<file path="src/rtl/sdh_pkg.sv">
// Package for the SD card SPI-mode host engine: codes, descriptor and result types.
// No dependencies; used by every module of the block.
`default_nettype none

package sdh_pkg;

  localparam int BLOCK_BYTES       = 512;
  localparam int CLOCK_TRAIN_BYTES = 10;
  localparam int QUEUE_DEPTH       = 4;

  // action codes
  localparam logic [2:0] ACT_INIT  = 3'd0;
  localparam logic [2:0] ACT_READ  = 3'd1;
  localparam logic [2:0] ACT_WRITE = 3'd2;
  localparam logic [2:0] ACT_REPLY = 3'd3;
  localparam logic [2:0] ACT_WBYTE = 3'd4;
  localparam logic [2:0] ACT_TICK  = 3'd5;

  // status codes
  localparam logic [1:0] ST_OK        = 2'd0;
  localparam logic [1:0] ST_ERR       = 2'd1;
  localparam logic [1:0] ST_NOT_READY = 2'd2;
  localparam logic [1:0] ST_PARAM     = 2'd3;

  // sequencer phases
  localparam logic [4:0] PH_IDLE     = 5'd0;
  localparam logic [4:0] PH_CMD0     = 5'd1;
  localparam logic [4:0] PH_CMD8     = 5'd2;
  localparam logic [4:0] PH_ACMD41   = 5'd3;
  localparam logic [4:0] PH_CMD58    = 5'd4;
  localparam logic [4:0] PH_OCR      = 5'd5;
  localparam logic [4:0] PH_RD_CMD   = 5'd6;
  localparam logic [4:0] PH_RD_TOKEN = 5'd7;
  localparam logic [4:0] PH_RD_DATA  = 5'd8;
  localparam logic [4:0] PH_WR_CMD   = 5'd9;
  localparam logic [4:0] PH_WR_DATA  = 5'd10;
  localparam logic [4:0] PH_WR_RESP  = 5'd11;
  localparam logic [4:0] PH_WR_BUSY  = 5'd12;

  // card command indexes
  localparam logic [5:0] CMD_GO_IDLE   = 6'd0;
  localparam logic [5:0] CMD_IF_COND   = 6'd8;
  localparam logic [5:0] CMD_READ_BLK  = 6'd17;
  localparam logic [5:0] CMD_WRITE_BLK = 6'd24;
  localparam logic [5:0] CMD_APP_OP    = 6'd41;
  localparam logic [5:0] CMD_APP_CMD   = 6'd55;
  localparam logic [5:0] CMD_READ_OCR  = 6'd58;

  localparam logic [31:0] ARG_IF_COND = 32'h0000_01AA;
  localparam logic [31:0] ARG_HCS     = 32'h4000_0000;
  localparam logic [7:0]  CRC_CMD0    = 8'h95;
  localparam logic [7:0]  CRC_CMD8    = 8'h87;
  localparam logic [7:0]  CRC_DUMMY   = 8'h01;
  localparam logic [7:0]  TOKEN_START = 8'hFE;
  localparam logic [7:0]  IDLE_BYTE   = 8'hFF;
  localparam logic [4:0]  DRESP_MASK  = 5'h1F;
  localparam logic [4:0]  DRESP_OK    = 5'h05;

  // register addresses (word index)
  localparam logic [1:0] REG_RESP_TO  = 2'd0;
  localparam logic [1:0] REG_TOKEN_TO = 2'd1;
  localparam logic [1:0] REG_BUSY_TO  = 2'd2;
  localparam logic [1:0] REG_RETRY    = 2'd3;

  typedef struct packed {
    logic [9:0]  resp_to;
    logic [9:0]  token_to;
    logic [9:0]  busy_to;
    logic [11:0] retry_limit;
  } sdh_cfg_t;

  // One descriptor covers all byte exchanges caused by one input item, emitted
  // in field order: lead byte, clock train, plain bytes, tail, deselect,
  // command frame, done.
  typedef struct packed {
    logic        lead_en;
    logic [7:0]  lead_byte;
    logic        lead_rep;
    logic        lead_dw;
    logic        lead_rv;
    logic [7:0]  lead_rd;
    logic        train;
    logic [2:0]  nplain;
    logic        tail_en;
    logic        tail_fe;
    logic        desel;
    logic        cmd_en;
    logic [5:0]  cmd_idx;
    logic [31:0] cmd_arg;
    logic        done_en;
    logic [1:0]  st;
    logic        ready;
  } sdh_desc_t;

  typedef struct packed {
    logic [7:0] mosi;
    logic       sel;
    logic       rep;
    logic       dw;
    logic       rv;
    logic [7:0] rd;
    logic       done;
    logic [1:0] st;
    logic       ready;
    logic       last;
  } sdh_res_t;

endpackage

`default_nettype wire

</file>
<file path="src/rtl/sd_card_spi_host_engine.sv">
// SD card SPI-mode host engine, top level: config registers, front end, queue, back end.
// Latency: the first result of an item passes through the descriptor queue and the output register.
// Throughput: an item is taken every cycle while the 4-entry descriptor queue has room;
// results leave at one per cycle while the consumer pops, and an item makes 0..18 results.
// Reset: synchronous active-low; state idle, card not ready, registers 1/100/500/4095.
// Depends on sdh_pkg, sdh_front, sdh_queue, sdh_back.
`default_nettype none

module sd_card_spi_host_engine #(
  parameter int CLOCK_TRAIN_BYTES = sdh_pkg::CLOCK_TRAIN_BYTES,
  parameter int QUEUE_DEPTH       = sdh_pkg::QUEUE_DEPTH
) (
  input  wire logic        clk,
  input  wire logic        rst_n,
  input  wire logic        push,
  output logic             full,
  input  wire logic [2:0]  in_action,
  input  wire logic [7:0]  in_drive,
  input  wire logic [31:0] in_sector,
  input  wire logic [7:0]  in_sector_count,
  input  wire logic [7:0]  in_miso_byte,
  input  wire logic [7:0]  in_write_byte,
  output logic             empty,
  input  wire logic        pop,
  output logic [7:0]       out_mosi_byte,
  output logic             out_select_low,
  output logic             out_reply_wanted,
  output logic             out_data_wanted,
  output logic             out_read_valid,
  output logic [7:0]       out_read_data,
  output logic             out_done_res,
  output logic [1:0]       out_status,
  output logic             out_ready_res,
  output logic             out_last,
  input  wire logic        psel,
  input  wire logic        penable,
  input  wire logic        pwrite,
  input  wire logic [3:0]  paddr,
  input  wire logic [31:0] pwdata,
  output logic [31:0]      prdata,
  output logic             pready
);
  import sdh_pkg::*;

  sdh_cfg_t  cfg_r;
  sdh_desc_t q_wdata, q_head;
  sdh_res_t  res;
  logic      q_wr, q_rd, q_full, q_nonempty, out_valid, accept, cfg_wr;

  assign pready = 1'b1;
  assign cfg_wr = psel && penable && pwrite;

  always_ff @(posedge clk) begin
    if (!rst_n) begin
      cfg_r.resp_to     <= 10'd1;
      cfg_r.token_to    <= 10'd100;
      cfg_r.busy_to     <= 10'd500;
      cfg_r.retry_limit <= 12'd4095;
    end else if (cfg_wr) begin
      unique case (paddr[3:2])
        REG_RESP_TO:  cfg_r.resp_to     <= pwdata[9:0];
        REG_TOKEN_TO: cfg_r.token_to    <= pwdata[9:0];
        REG_BUSY_TO:  cfg_r.busy_to     <= pwdata[9:0];
        REG_RETRY:    cfg_r.retry_limit <= pwdata[11:0];
        default: ;
      endcase
    end
  end

  always_comb begin
    unique case (paddr[3:2])
      REG_RESP_TO:  prdata = {22'd0, cfg_r.resp_to};
      REG_TOKEN_TO: prdata = {22'd0, cfg_r.token_to};
      REG_BUSY_TO:  prdata = {22'd0, cfg_r.busy_to};
      REG_RETRY:    prdata = {20'd0, cfg_r.retry_limit};
      default:      prdata = '0;
    endcase
  end

  assign full   = q_full;
  assign accept = push && !q_full;

  sdh_front u_front (
    .clk          (clk),
    .rst_n        (rst_n),
    .accept       (accept),
    .action       (in_action),
    .drive        (in_drive),
    .sector       (in_sector),
    .sector_count (in_sector_count),
    .miso_byte    (in_miso_byte),
    .write_byte   (in_write_byte),
    .cfg          (cfg_r),
    .q_wr         (q_wr),
    .q_data       (q_wdata)
  );

  sdh_queue #(.DEPTH(QUEUE_DEPTH)) u_queue (
    .clk      (clk),
    .rst_n    (rst_n),
    .wr       (q_wr),
    .wr_data  (q_wdata),
    .rd       (q_rd),
    .full     (q_full),
    .nonempty (q_nonempty),
    .head     (q_head)
  );

  sdh_back #(.CLOCK_TRAIN_BYTES(CLOCK_TRAIN_BYTES)) u_back (
    .clk        (clk),
    .rst_n      (rst_n),
    .q_nonempty (q_nonempty),
    .head       (q_head),
    .q_rd       (q_rd),
    .pop        (pop),
    .out_valid  (out_valid),
    .res        (res)
  );

  assign empty            = !out_valid;
  assign out_mosi_byte    = res.mosi;
  assign out_select_low   = res.sel;
  assign out_reply_wanted = res.rep;
  assign out_data_wanted  = res.dw;
  assign out_read_valid   = res.rv;
  assign out_read_data    = res.rd;
  assign out_done_res     = res.done;
  assign out_status       = res.st;
  assign out_ready_res    = res.ready;
  assign out_last         = res.last;

endmodule

`default_nettype wire

</file>
<file path="src/rtl/sdh_front.sv">
// Front end: takes input items, runs the card protocol state and emits at most one
// transaction descriptor per item. Depends on sdh_pkg.
`default_nettype none

module sdh_front (
  input  wire logic             clk,
  input  wire logic             rst_n,
  input  wire logic             accept,
  input  wire logic [2:0]       action,
  input  wire logic [7:0]       drive,
  input  wire logic [31:0]      sector,
  input  wire logic [7:0]       sector_count,
  input  wire logic [7:0]       miso_byte,
  input  wire logic [7:0]       write_byte,
  input  wire sdh_pkg::sdh_cfg_t cfg,
  output logic                  q_wr,
  output sdh_pkg::sdh_desc_t    q_data
);
  import sdh_pkg::*;

  logic [4:0]  phase_r, phase_nxt;
  logic        ready_r, ready_nxt;
  logic        blk_r, blk_nxt;
  logic [11:0] retry_r, retry_nxt;
  logic [9:0]  bidx_r, bidx_nxt;
  logic [9:0]  el_r, el_nxt;
  logic [31:0] sec_r, sec_nxt;
  logic [7:0]  left_r, left_nxt;
  logic        app_r, app_nxt;

  sdh_desc_t d;
  logic      fin, fsec, fsec_wr, a41, a41_ok, start41, r1phase;
  logic [1:0] fin_st;
  logic [9:0] bi;

  function automatic logic [31:0] card_addr(input logic blk, input logic [31:0] s);
    card_addr = blk ? s : {s[22:0], 9'b0};
  endfunction

  always_comb begin
    phase_nxt = phase_r; ready_nxt = ready_r; blk_nxt = blk_r; retry_nxt = retry_r;
    bidx_nxt = bidx_r; el_nxt = el_r; sec_nxt = sec_r; left_nxt = left_r; app_nxt = app_r;
    d = '0;
    d.lead_byte = IDLE_BYTE;
    fin = 1'b0; fin_st = ST_OK; fsec = 1'b0; fsec_wr = 1'b0;
    a41 = 1'b0; a41_ok = 1'b0; start41 = 1'b0;
    bi = bidx_r + 10'd1;
    r1phase = (phase_r == PH_CMD0) || (phase_r == PH_CMD8) || (phase_r == PH_ACMD41) ||
              (phase_r == PH_CMD58) || (phase_r == PH_RD_CMD) || (phase_r == PH_WR_CMD);
    if (accept) begin
      unique case (action)
        ACT_INIT: begin
          if (phase_r == PH_IDLE) begin
            if (drive != 8'd0) begin
              d.done_en = 1'b1; d.st = ST_PARAM;
            end else begin
              ready_nxt = 1'b0; app_nxt = 1'b0; retry_nxt = cfg.retry_limit;
              d.train = 1'b1;
              d.cmd_en = 1'b1; d.cmd_idx = CMD_GO_IDLE; d.cmd_arg = '0;
              phase_nxt = PH_CMD0;
            end
          end
        end
        ACT_READ, ACT_WRITE: begin
          if (phase_r == PH_IDLE) begin
            if (drive != 8'd0 || sector_count == 8'd0) begin
              d.done_en = 1'b1; d.st = ST_PARAM;
            end else if (!ready_r) begin
              d.done_en = 1'b1; d.st = ST_NOT_READY;
            end else begin
              sec_nxt = sector; left_nxt = sector_count;
              d.cmd_en = 1'b1;
              d.cmd_idx = (action == ACT_WRITE) ? CMD_WRITE_BLK : CMD_READ_BLK;
              d.cmd_arg = card_addr(blk_r, sector);
              phase_nxt = (action == ACT_WRITE) ? PH_WR_CMD : PH_RD_CMD;
            end
          end
        end
        ACT_REPLY: begin
          if (r1phase && miso_byte[7] && el_r < cfg.resp_to) begin
            d.lead_en = 1'b1; d.lead_rep = 1'b1;
          end else begin
            unique case (phase_r)
              PH_CMD0: begin
                if (miso_byte == 8'h01) begin
                  d.cmd_en = 1'b1; d.cmd_idx = CMD_IF_COND; d.cmd_arg = ARG_IF_COND;
                  phase_nxt = PH_CMD8;
                end else begin
                  retry_nxt = retry_r - 12'd1;
                  if (retry_nxt == 12'd0) begin
                    fin = 1'b1; fin_st = ST_ERR;
                  end else begin
                    d.cmd_en = 1'b1; d.cmd_idx = CMD_GO_IDLE; d.cmd_arg = '0;
                  end
                end
              end
              PH_CMD8: begin
                if (!miso_byte[2]) d.nplain = 3'd4;   // skip the R7 tail
                retry_nxt = cfg.retry_limit;
                start41 = 1'b1;
              end
              PH_ACMD41: begin
                if (app_r) begin
                  app_nxt = 1'b0;
                  if (miso_byte > 8'd1) begin
                    a41 = 1'b1;
                  end else begin
                    d.cmd_en = 1'b1; d.cmd_idx = CMD_APP_OP; d.cmd_arg = ARG_HCS;
                  end
                end else begin
                  a41 = 1'b1; a41_ok = (miso_byte == 8'd0);
                end
              end
              PH_CMD58: begin
                if (miso_byte != 8'd0) begin
                  fin = 1'b1; fin_st = ST_ERR;
                end else begin
                  d.lead_en = 1'b1; d.lead_rep = 1'b1; d.nplain = 3'd3;
                  phase_nxt = PH_OCR;
                end
              end
              PH_OCR: begin
                blk_nxt = miso_byte[6];
                ready_nxt = 1'b1;
                fin = 1'b1; fin_st = ST_OK;
              end
              PH_RD_CMD: begin
                if (miso_byte != 8'd0) begin
                  fin = 1'b1; fin_st = ST_ERR;
                end else begin
                  d.lead_en = 1'b1; d.lead_rep = 1'b1;
                  el_nxt = '0;
                  phase_nxt = PH_RD_TOKEN;
                end
              end
              PH_RD_TOKEN: begin
                if (miso_byte == IDLE_BYTE && el_r < cfg.token_to) begin
                  d.lead_en = 1'b1; d.lead_rep = 1'b1;
                end else if (miso_byte != TOKEN_START) begin
                  fin = 1'b1; fin_st = ST_ERR;
                end else begin
                  bidx_nxt = '0;
                  d.lead_en = 1'b1; d.lead_rep = 1'b1;
                  phase_nxt = PH_RD_DATA;
                end
              end
              PH_RD_DATA: begin
                bidx_nxt = bi;
                d.lead_en = 1'b1; d.lead_rv = 1'b1; d.lead_rd = miso_byte;
                if (bi < 10'(BLOCK_BYTES)) begin
                  d.lead_rep = 1'b1;
                end else begin
                  d.nplain = 3'd1;
                  fsec = 1'b1; fsec_wr = 1'b0;
                end
              end
              PH_WR_CMD: begin
                if (miso_byte != 8'd0) begin
                  fin = 1'b1; fin_st = ST_ERR;
                end else begin
                  d.lead_en = 1'b1;
                  d.tail_en = 1'b1; d.tail_fe = 1'b1;
                  bidx_nxt = '0;
                  phase_nxt = PH_WR_DATA;
                end
              end
              PH_WR_RESP: begin
                if ((miso_byte[4:0] & DRESP_MASK) != DRESP_OK) begin
                  fin = 1'b1; fin_st = ST_ERR;
                end else begin
                  d.lead_en = 1'b1; d.lead_rep = 1'b1;
                  el_nxt = '0;
                  phase_nxt = PH_WR_BUSY;
                end
              end
              PH_WR_BUSY: begin
                if (miso_byte == 8'd0) begin
                  if (el_r >= cfg.busy_to) begin
                    fin = 1'b1; fin_st = ST_ERR;
                  end else begin
                    d.lead_en = 1'b1; d.lead_rep = 1'b1;
                  end
                end else begin
                  fsec = 1'b1; fsec_wr = 1'b1;
                end
              end
              default: ;
            endcase
          end
        end
        ACT_WBYTE: begin
          if (phase_r == PH_WR_DATA) begin
            bidx_nxt = bi;
            d.lead_en = 1'b1; d.lead_byte = write_byte;
            if (bi < 10'(BLOCK_BYTES)) begin
              d.lead_dw = 1'b1;
            end else begin
              d.nplain = 3'd2;
              d.tail_en = 1'b1; d.tail_fe = 1'b0;
              phase_nxt = PH_WR_RESP;
            end
          end
        end
        ACT_TICK: begin
          if (el_r != 10'h3FF) el_nxt = el_r + 10'd1;
        end
        default: ;
      endcase
    end

    if (a41) begin
      if (a41_ok) begin
        d.cmd_en = 1'b1; d.cmd_idx = CMD_READ_OCR; d.cmd_arg = '0;
        phase_nxt = PH_CMD58;
      end else begin
        retry_nxt = retry_r - 12'd1;
        if (retry_nxt == 12'd0) begin
          fin = 1'b1; fin_st = ST_ERR;
        end else begin
          start41 = 1'b1;
        end
      end
    end
    if (start41) begin
      app_nxt = 1'b1;
      d.cmd_en = 1'b1; d.cmd_idx = CMD_APP_CMD; d.cmd_arg = '0;
      phase_nxt = PH_ACMD41;
    end
    if (fin) begin
      d.desel = 1'b1; d.done_en = 1'b1; d.st = fin_st;
      phase_nxt = PH_IDLE; app_nxt = 1'b0;
    end
    if (fsec) begin
      d.desel = 1'b1;
      sec_nxt = sec_r + 32'd1;
      left_nxt = left_r - 8'd1;
      if (left_nxt == 8'd0) begin
        d.done_en = 1'b1; d.st = ST_OK;
        phase_nxt = PH_IDLE;
      end else begin
        d.cmd_en = 1'b1;
        d.cmd_idx = fsec_wr ? CMD_WRITE_BLK : CMD_READ_BLK;
        d.cmd_arg = card_addr(blk_r, sec_nxt);
        phase_nxt = fsec_wr ? PH_WR_CMD : PH_RD_CMD;
      end
    end
    if (d.cmd_en) el_nxt = '0;
    d.ready = ready_nxt;
  end

  assign q_data = d;
  assign q_wr   = accept && (d.lead_en || d.train || d.nplain != 3'd0 || d.tail_en ||
                             d.desel || d.cmd_en || d.done_en);

  always_ff @(posedge clk) begin
    if (!rst_n) begin
      phase_r <= PH_IDLE; ready_r <= 1'b0; blk_r <= 1'b0; retry_r <= '0;
      bidx_r <= '0; el_r <= '0; sec_r <= '0; left_r <= '0; app_r <= 1'b0;
    end else begin
      phase_r <= phase_nxt; ready_r <= ready_nxt; blk_r <= blk_nxt; retry_r <= retry_nxt;
      bidx_r <= bidx_nxt; el_r <= el_nxt; sec_r <= sec_nxt; left_r <= left_nxt;
      app_r <= app_nxt;
    end
  end

endmodule

`default_nettype wire

</file>
<file path="src/rtl/sdh_queue.sv">
// Short descriptor queue between front and back end, flop storage.
// Depends on sdh_pkg.
`default_nettype none

module sdh_queue #(
  parameter int DEPTH = sdh_pkg::QUEUE_DEPTH
) (
  input  wire logic               clk,
  input  wire logic               rst_n,
  input  wire logic               wr,
  input  wire sdh_pkg::sdh_desc_t wr_data,
  input  wire logic               rd,
  output logic                    full,
  output logic                    nonempty,
  output sdh_pkg::sdh_desc_t      head
);
  import sdh_pkg::*;

  localparam int PW = (DEPTH > 1) ? $clog2(DEPTH) : 1;
  localparam int CW = $clog2(DEPTH + 1);

  sdh_desc_t       mem_r [DEPTH];
  logic [PW-1:0]   wp_r, rp_r;
  logic [CW-1:0]   cnt_r;

  assign full     = (cnt_r == CW'(DEPTH));
  assign nonempty = (cnt_r != '0);
  assign head     = mem_r[rp_r];

  function automatic logic [PW-1:0] bump(input logic [PW-1:0] p);
    bump = (p == PW'(DEPTH - 1)) ? '0 : p + PW'(1);
  endfunction

  always_ff @(posedge clk) begin
    if (wr) mem_r[wp_r] <= wr_data;
  end

  always_ff @(posedge clk) begin
    if (!rst_n) begin
      wp_r <= '0; rp_r <= '0; cnt_r <= '0;
    end else begin
      if (wr) wp_r <= bump(wp_r);
      if (rd) rp_r <= bump(rp_r);
      if (wr && !rd) cnt_r <= cnt_r + CW'(1);
      else if (rd && !wr) cnt_r <= cnt_r - CW'(1);
    end
  end

endmodule

`default_nettype wire

</file>
<file path="src/rtl/sdh_back.sv">
// Back end: expands queued descriptors into byte transactions in the output register,
// one per cycle while that register is empty or being popped. Depends on sdh_pkg.
`default_nettype none

module sdh_back #(
  parameter int CLOCK_TRAIN_BYTES = sdh_pkg::CLOCK_TRAIN_BYTES
) (
  input  wire logic               clk,
  input  wire logic               rst_n,
  input  wire logic               q_nonempty,
  input  wire sdh_pkg::sdh_desc_t head,
  output logic                    q_rd,
  input  wire logic               pop,
  output logic                    out_valid,
  output sdh_pkg::sdh_res_t       res
);
  import sdh_pkg::*;

  localparam logic [2:0] SEG_LEAD  = 3'd0;
  localparam logic [2:0] SEG_TRAIN = 3'd1;
  localparam logic [2:0] SEG_PLAIN = 3'd2;
  localparam logic [2:0] SEG_TAIL  = 3'd3;
  localparam logic [2:0] SEG_DESEL = 3'd4;
  localparam logic [2:0] SEG_CMD   = 3'd5;
  localparam logic [2:0] SEG_DONE  = 3'd6;
  localparam logic [2:0] SEG_NONE  = 3'd7;

  logic [2:0] seg_r;
  logic [4:0] cnt_r;
  logic       valid_r;
  sdh_res_t   out_r;

  logic [2:0] cur, nxt;
  logic [4:0] len;
  logic       at_end, is_last, load;
  sdh_res_t   r;
  logic [7:0] crc;

  function automatic logic seg_en(input sdh_desc_t dd, input logic [2:0] s);
    logic e;
    case (s)
      SEG_LEAD:  e = dd.lead_en;
      SEG_TRAIN: e = dd.train;
      SEG_PLAIN: e = (dd.nplain != 3'd0);
      SEG_TAIL:  e = dd.tail_en;
      SEG_DESEL: e = dd.desel;
      SEG_CMD:   e = dd.cmd_en;
      SEG_DONE:  e = dd.done_en;
      default:   e = 1'b0;
    endcase
    seg_en = e;
  endfunction

  function automatic logic [2:0] first_seg(input sdh_desc_t dd, input logic [2:0] from);
    logic [2:0] f;
    f = SEG_NONE;
    for (int i = 6; i >= 0; i--) begin
      if (3'(i) >= from && seg_en(dd, 3'(i))) f = 3'(i);
    end
    first_seg = f;
  endfunction

  always_comb begin
    cur = first_seg(head, seg_r);
    nxt = (cur >= SEG_DONE) ? SEG_NONE : first_seg(head, cur + 3'd1);
    case (cur)
      SEG_TRAIN: len = 5'(CLOCK_TRAIN_BYTES);
      SEG_PLAIN: len = {2'b0, head.nplain};
      SEG_CMD:   len = 5'd8;
      default:   len = 5'd1;
    endcase
    at_end  = (cnt_r + 5'd1 == len);
    is_last = at_end && (nxt == SEG_NONE);

    if (head.cmd_idx == CMD_GO_IDLE)      crc = CRC_CMD0;
    else if (head.cmd_idx == CMD_IF_COND) crc = CRC_CMD8;
    else                                  crc = CRC_DUMMY;

    r = '0;
    r.mosi  = IDLE_BYTE;
    r.ready = head.ready;
    r.last  = is_last;
    case (cur)
      SEG_LEAD: begin
        r.mosi = head.lead_byte; r.sel = 1'b1; r.rep = head.lead_rep;
        r.dw = head.lead_dw; r.rv = head.lead_rv; r.rd = head.lead_rd;
      end
      SEG_PLAIN: r.sel = 1'b1;
      SEG_TAIL: begin
        r.sel = 1'b1;
        if (head.tail_fe) begin
          r.mosi = TOKEN_START; r.dw = 1'b1;
        end else begin
          r.rep = 1'b1;
        end
      end
      SEG_CMD: begin
        r.sel = 1'b1;
        case (cnt_r[2:0])
          3'd1:    r.mosi = {2'b01, head.cmd_idx};
          3'd2:    r.mosi = head.cmd_arg[31:24];
          3'd3:    r.mosi = head.cmd_arg[23:16];
          3'd4:    r.mosi = head.cmd_arg[15:8];
          3'd5:    r.mosi = head.cmd_arg[7:0];
          3'd6:    r.mosi = crc;
          3'd7:    r.rep  = 1'b1;
          default: r.mosi = IDLE_BYTE;
        endcase
      end
      SEG_DONE: begin
        r.done = 1'b1; r.st = head.st;
      end
      default: ;  // clock train and deselect: idle byte, select high
    endcase
  end

  assign load = q_nonempty && (!valid_r || pop);
  assign q_rd = load && is_last;

  always_ff @(posedge clk) begin
    if (load) out_r <= r;
  end

  always_ff @(posedge clk) begin
    if (!rst_n) begin
      valid_r <= 1'b0; seg_r <= SEG_LEAD; cnt_r <= '0;
    end else begin
      if (load) begin
        valid_r <= 1'b1;
        if (is_last) begin
          seg_r <= SEG_LEAD; cnt_r <= '0;
        end else if (at_end) begin
          seg_r <= nxt; cnt_r <= '0;
        end else begin
          seg_r <= cur; cnt_r <= cnt_r + 5'd1;
        end
      end else if (pop) begin
        valid_r <= 1'b0;
      end
    end
  end

  assign out_valid = valid_r;
  assign res       = out_r;

endmodule

`default_nettype wire
</file>
<file path="config.mk">
export PLATFORM = sky130hd
export DESIGN_NAME = sd_card_spi_host_engine
export DESIGN_NICKNAME = d
export VERILOG_FILES = /design/src/rtl/sdh_pkg.sv /design/src/rtl/sd_card_spi_host_engine.sv /design/src/rtl/sdh_front.sv /design/src/rtl/sdh_queue.sv /design/src/rtl/sdh_back.sv
export SDC_FILE = /design/constraint.sdc
export NUM_CORES = 1
export LEC_CHECK = 0
export BUFFER_PORTS_ARGS = -buffer_cell sky130_fd_sc_hd__buf_2
export CAP_MARGIN = 5
export CORE_UTILIZATION = 60
export DETAILED_ROUTE_END_ITERATION = 12
export GPL_TIMING_DRIVEN = 0
export PLACE_DENSITY_LB_ADDON = 0.08
export SYNTH_ARGS = -nofsm -noshare
export SYNTH_HDL_FRONTEND = slang
export SYNTH_SLANG_ARGS = --single-unit
</file>
<file path="constraint.sdc">
create_clock -name clk -period 7.5 [get_ports clk]
set_input_delay 0.375 -clock clk [delete_from_list [all_inputs] [get_ports clk]]
set_output_delay 0.375 -clock clk [all_outputs]
set_load 0.05 [all_outputs]
</file>
==> flow_metrics.py <==
metrics = {
    "cts": {
        "clk_path_buf_depth": 3,
        "clk_pin_slew_ns": 0.06,
        "numCtsBuffers": 47,
        "cts.repair.resized": 0,
        "cts_tree": "built",
        "clock_latency_ns": 0.61,
        "clock-root-buffer": "clkbuf_16",
        "cts.sinks": 445,
        "htree_levels": 2,
    },
    "worst_setup_path": {
        "critPathLaunchType": "register",
        "rrSetupSlack_ns": 1.94,
        "crit_family": "compound AO/OA/AOI/OAI gates",
        "crit_top_cell": "inv_1",
        "path_cells": "buf_6 -> mux4_2 -> nor2b_1 -> o22a_1 -> o211ai_4 -> or2b_1 -> nand2_1 -> inv_1 -> ha_1 -> ha_1 -> inv_1 -> o21ai_0 -> nand2_1 -> a311oi_2 -> o211ai_2 -> o21a_1 -> nor3_4 -> inv_1 -> ha_1 -> inv_1 -> fa_1 -> xor2_1 -> or3_1 -> a21oi_1",
        "critPathMaxStageDelay_ns": 0.61,
        "end_kind": "register",
        "crit_buf_inv": 5,
        "slowest_stage": "mux4_2",
        "cp_max_fo": 10,
        "crit_type": "reg2reg",
        "path_depth": 24,
        "r2r_end": "u_queue.cnt_r[2]",
        "critPathArrivalTime_ns": 6.07,
        "crit_required_ns": 8.01,
        "reg2regPathDepth": 24,
        "crit_end": "u_queue.cnt_r[2]",
    },
    "placed_design": {
        "dp_slack_ns": 2.08,
        "dpl_cell_area_mm2": 0.0242,
        "hpwlAfterDp_um": 49800,
        "numPortBuffers": 123,
        "globalplace.congestion": 1.00,
    },
    "hold_path": {
        "hp-class": "in2reg",
        "holdPathStages": 4,
    },
    "detailed_routing": {
        "via_count": 18030,
        "drc": 0,
        "routedWlPerCell_um": 25.0,
        "dr.pass1.iters": 8,
        "vias_per_cell": 6.53,
        "first_iter_violations": 2001,
        "drtAntennaViolNets": 0,
        "wl_um": 69100,
    },
    "status": {
        "outcome": "complete, no violations",
    },
    "die": {
        "start_util": 0.615,
        "die_area_mm2": 0.0386,
        "dieHeight_um": 196,
        "placementRows": 70,
        "fp.dieW_um": 196,
        "io_pins": 170,
        "core_mm2": 0.0369,
    },
    "timing": {
        "finClkSkew_ns": 0.0396,
        "finalSetupTns_ns": 0,
        "setup_viol": 0,
        "max_freq_mhz": 180,
        "rsz0062_at_grt": "false",
        "finalWorstSetupSlack_ns": 1.94,
        "slew_headroom": 0.240,
        "period_minus_slack_ns": 5.56,
        "hold_violations": 0,
        "fin_crit_sh": 0.742,
        "tightest_slew_ns": 1.14,
        "drv_slew": 0,
    },
    "synth": {
        "syn_inst": 2016,
        "async_flop_share": 0,
        "synth_seq_cells": 445,
        "synth_edf_count": 305,
        "yosysWarnings": 0,
        "avgSynthCellArea_um2": 11.2,
        "synth_area_mm2": 0.0227,
        "synth_cell_types": 86,
        "netlist_top_cells_count": "edfxtp_1, nand2_1, nor2_1",
        "synth.area.top_cells": "edfxtp_1, dfxtp_1, mux4_2",
        "seq_area_frac_synth": 0.528,
        "yosysMostFrequentCell": "edfxtp_1",
        "synth_top_flop_cell": "edfxtp_1",
        "synth_top_area_share": 0.404,
        "yosys.area.top_type": "edfxtp_1",
    },
    "grt": {
        "antenna_found_initial": 0,
        "grt_pass1_wl_um": 104000,
        "grt_overflow_total": 0,
        "grt_max_degree": 30,
        "track_usage": 0.362,
        "grt_pass1_vias": 17380,
    },
    "finish": {
        "final_cell_area_mm2": 0.0257,
        "nets": 2383,
        "area_growth_pct": 13.6,
        "drive_gt1_frac": 0.156,
        "final_util": 0.698,
    },
    "power": {
        "peakVddDrop_v": 0.000234,
        "p_total_mw": 5.77,
        "powerDensity_mw_per_mm2": 224,
        "leakagePower_nw": 9.24,
    },
    "run": {
        "maxCapViolCount": 0,
    },
}
## sequential cells by signal, indices dropped and copies added, names as in the netlist, named ones only
| register | cells |
|---|---|
| u_front.ready_r | 1 |
| u_front.retry_r | 12 |
| u_front.phase_r | 5 |
| u_front.sec_r | 32 |
| u_queue.rp_r | 2 |
| u_front.bidx_r | 10 |
| u_back.res | 25 |
| u_queue.wp_r | 2 |
| cfg_r | 42 |
| u_queue.cnt_r | 3 |
| u_front.blk_r | 1 |
| u_back.cnt_r | 5 |
| u_front.el_r | 10 |
| u_front.left_r | 8 |
| u_front.app_r | 1 |
| u_back.out_valid | 1 |
| u_back.seg_r | 3 |
| u_queue.mem_r | 280 |
## placed cells by master (no fill, tap or decap), drive strengths merged, types with 21 or more instances in the layout
master and instances:
mux4 80, inv 78, nor2 150, buf 178, and2 28, edfxtp 305
and3 28, o22ai 33, a211oi 27, o21ai 101, mux2i 51, nand4 22
clkinv 23, conb 21, nor3 39, ha 53, clkbuf 146, a21oi 111
xnor2 30, nand3 71, xor2 36, dfxtp 140, nand2 207
## how the worst min path moves through the flow
| stage | slack [ns] | startpoint | end |
|---|---|---|---|
| after global routing | 0.06 | pop | u_back.out_valid |
| after CTS | 0.03 | pop | u_back.out_valid |
| after detailed placement | 0.47 | cfg_r[13] | cfg_r[13] |
| after global placement | 0.45 | u_back.out_valid | u_back.out_valid |
| final | 0.05 | pop | u_back.out_valid |
| after floorplan | 0.45 | u_back.out_valid | u_back.out_valid |
## routing by layer
metal  wire length (µm)  vias up  track usage
met5                  0        -            0
met2              32200     1047        0.578
met3               6890      168       0.0647
li1                   -     7998            -
met1              27600     8817        0.494
met4               2450        0        0.142
## metrics by stage
| stage | instances | hold WS (ns) |
|---|---|---|
| floorplan | 2035 | 0.446 |
| CTS | 2761 | 0.0294 |
| global placement | 2662 | 0.453 |
| finish | 2763 | 0.0473 |
| detailed placement | 2671 | 0.467 |
| global route | 2762 | 0.0634 |
## worst min-delay path: cells and delay by family
family	cells	cell delay, ns
buf+inv	2	0.11
compound gates	1	0.05
simple gates	1	0.06
## logic make-up after synthesis
group,after synthesis,share of synthesized area
simple gates,667,0.145
mux,136,0.104
other cells,2,0.000331
compound gates,440,0.128
xor+xnor,66,0.0255
buf+inv,206,0.0388
fa+ha+maj,54,0.0301
flops,445,0.528
## layout make-up
| cell class | instances | area, µm² |
|---|---|---|
| antenna | 1 | 2.50 |
| buffer | 131 | 598 |
| clock buffer | 60 | 1260 |
| clock inverter | 28 | 225 |
| fill | 2723 | 11100 |
| inverter | 75 | 282 |
| multi-input combinational | 1384 | 9930 |
| sequential | 445 | 12000 |
| tap | 504 | 631 |
| timing repair buffer | 135 | 851 |
## power breakdown
| group | switching [mW] | total [mW] | internal, mW |
|---|---|---|---|
| clock | 1.01 | 2.25 | 1.25 |
| combinational | 0.578 | 0.824 | 0.246 |
| sequential | 0.0262 | 2.70 | 2.67 |
## repair_timing
item	CTS	global route
endpoints found under the hold margin	2	0
buffers inserted	0	0
hold buffers	2	0
Power figures use the tool's default switching activity.
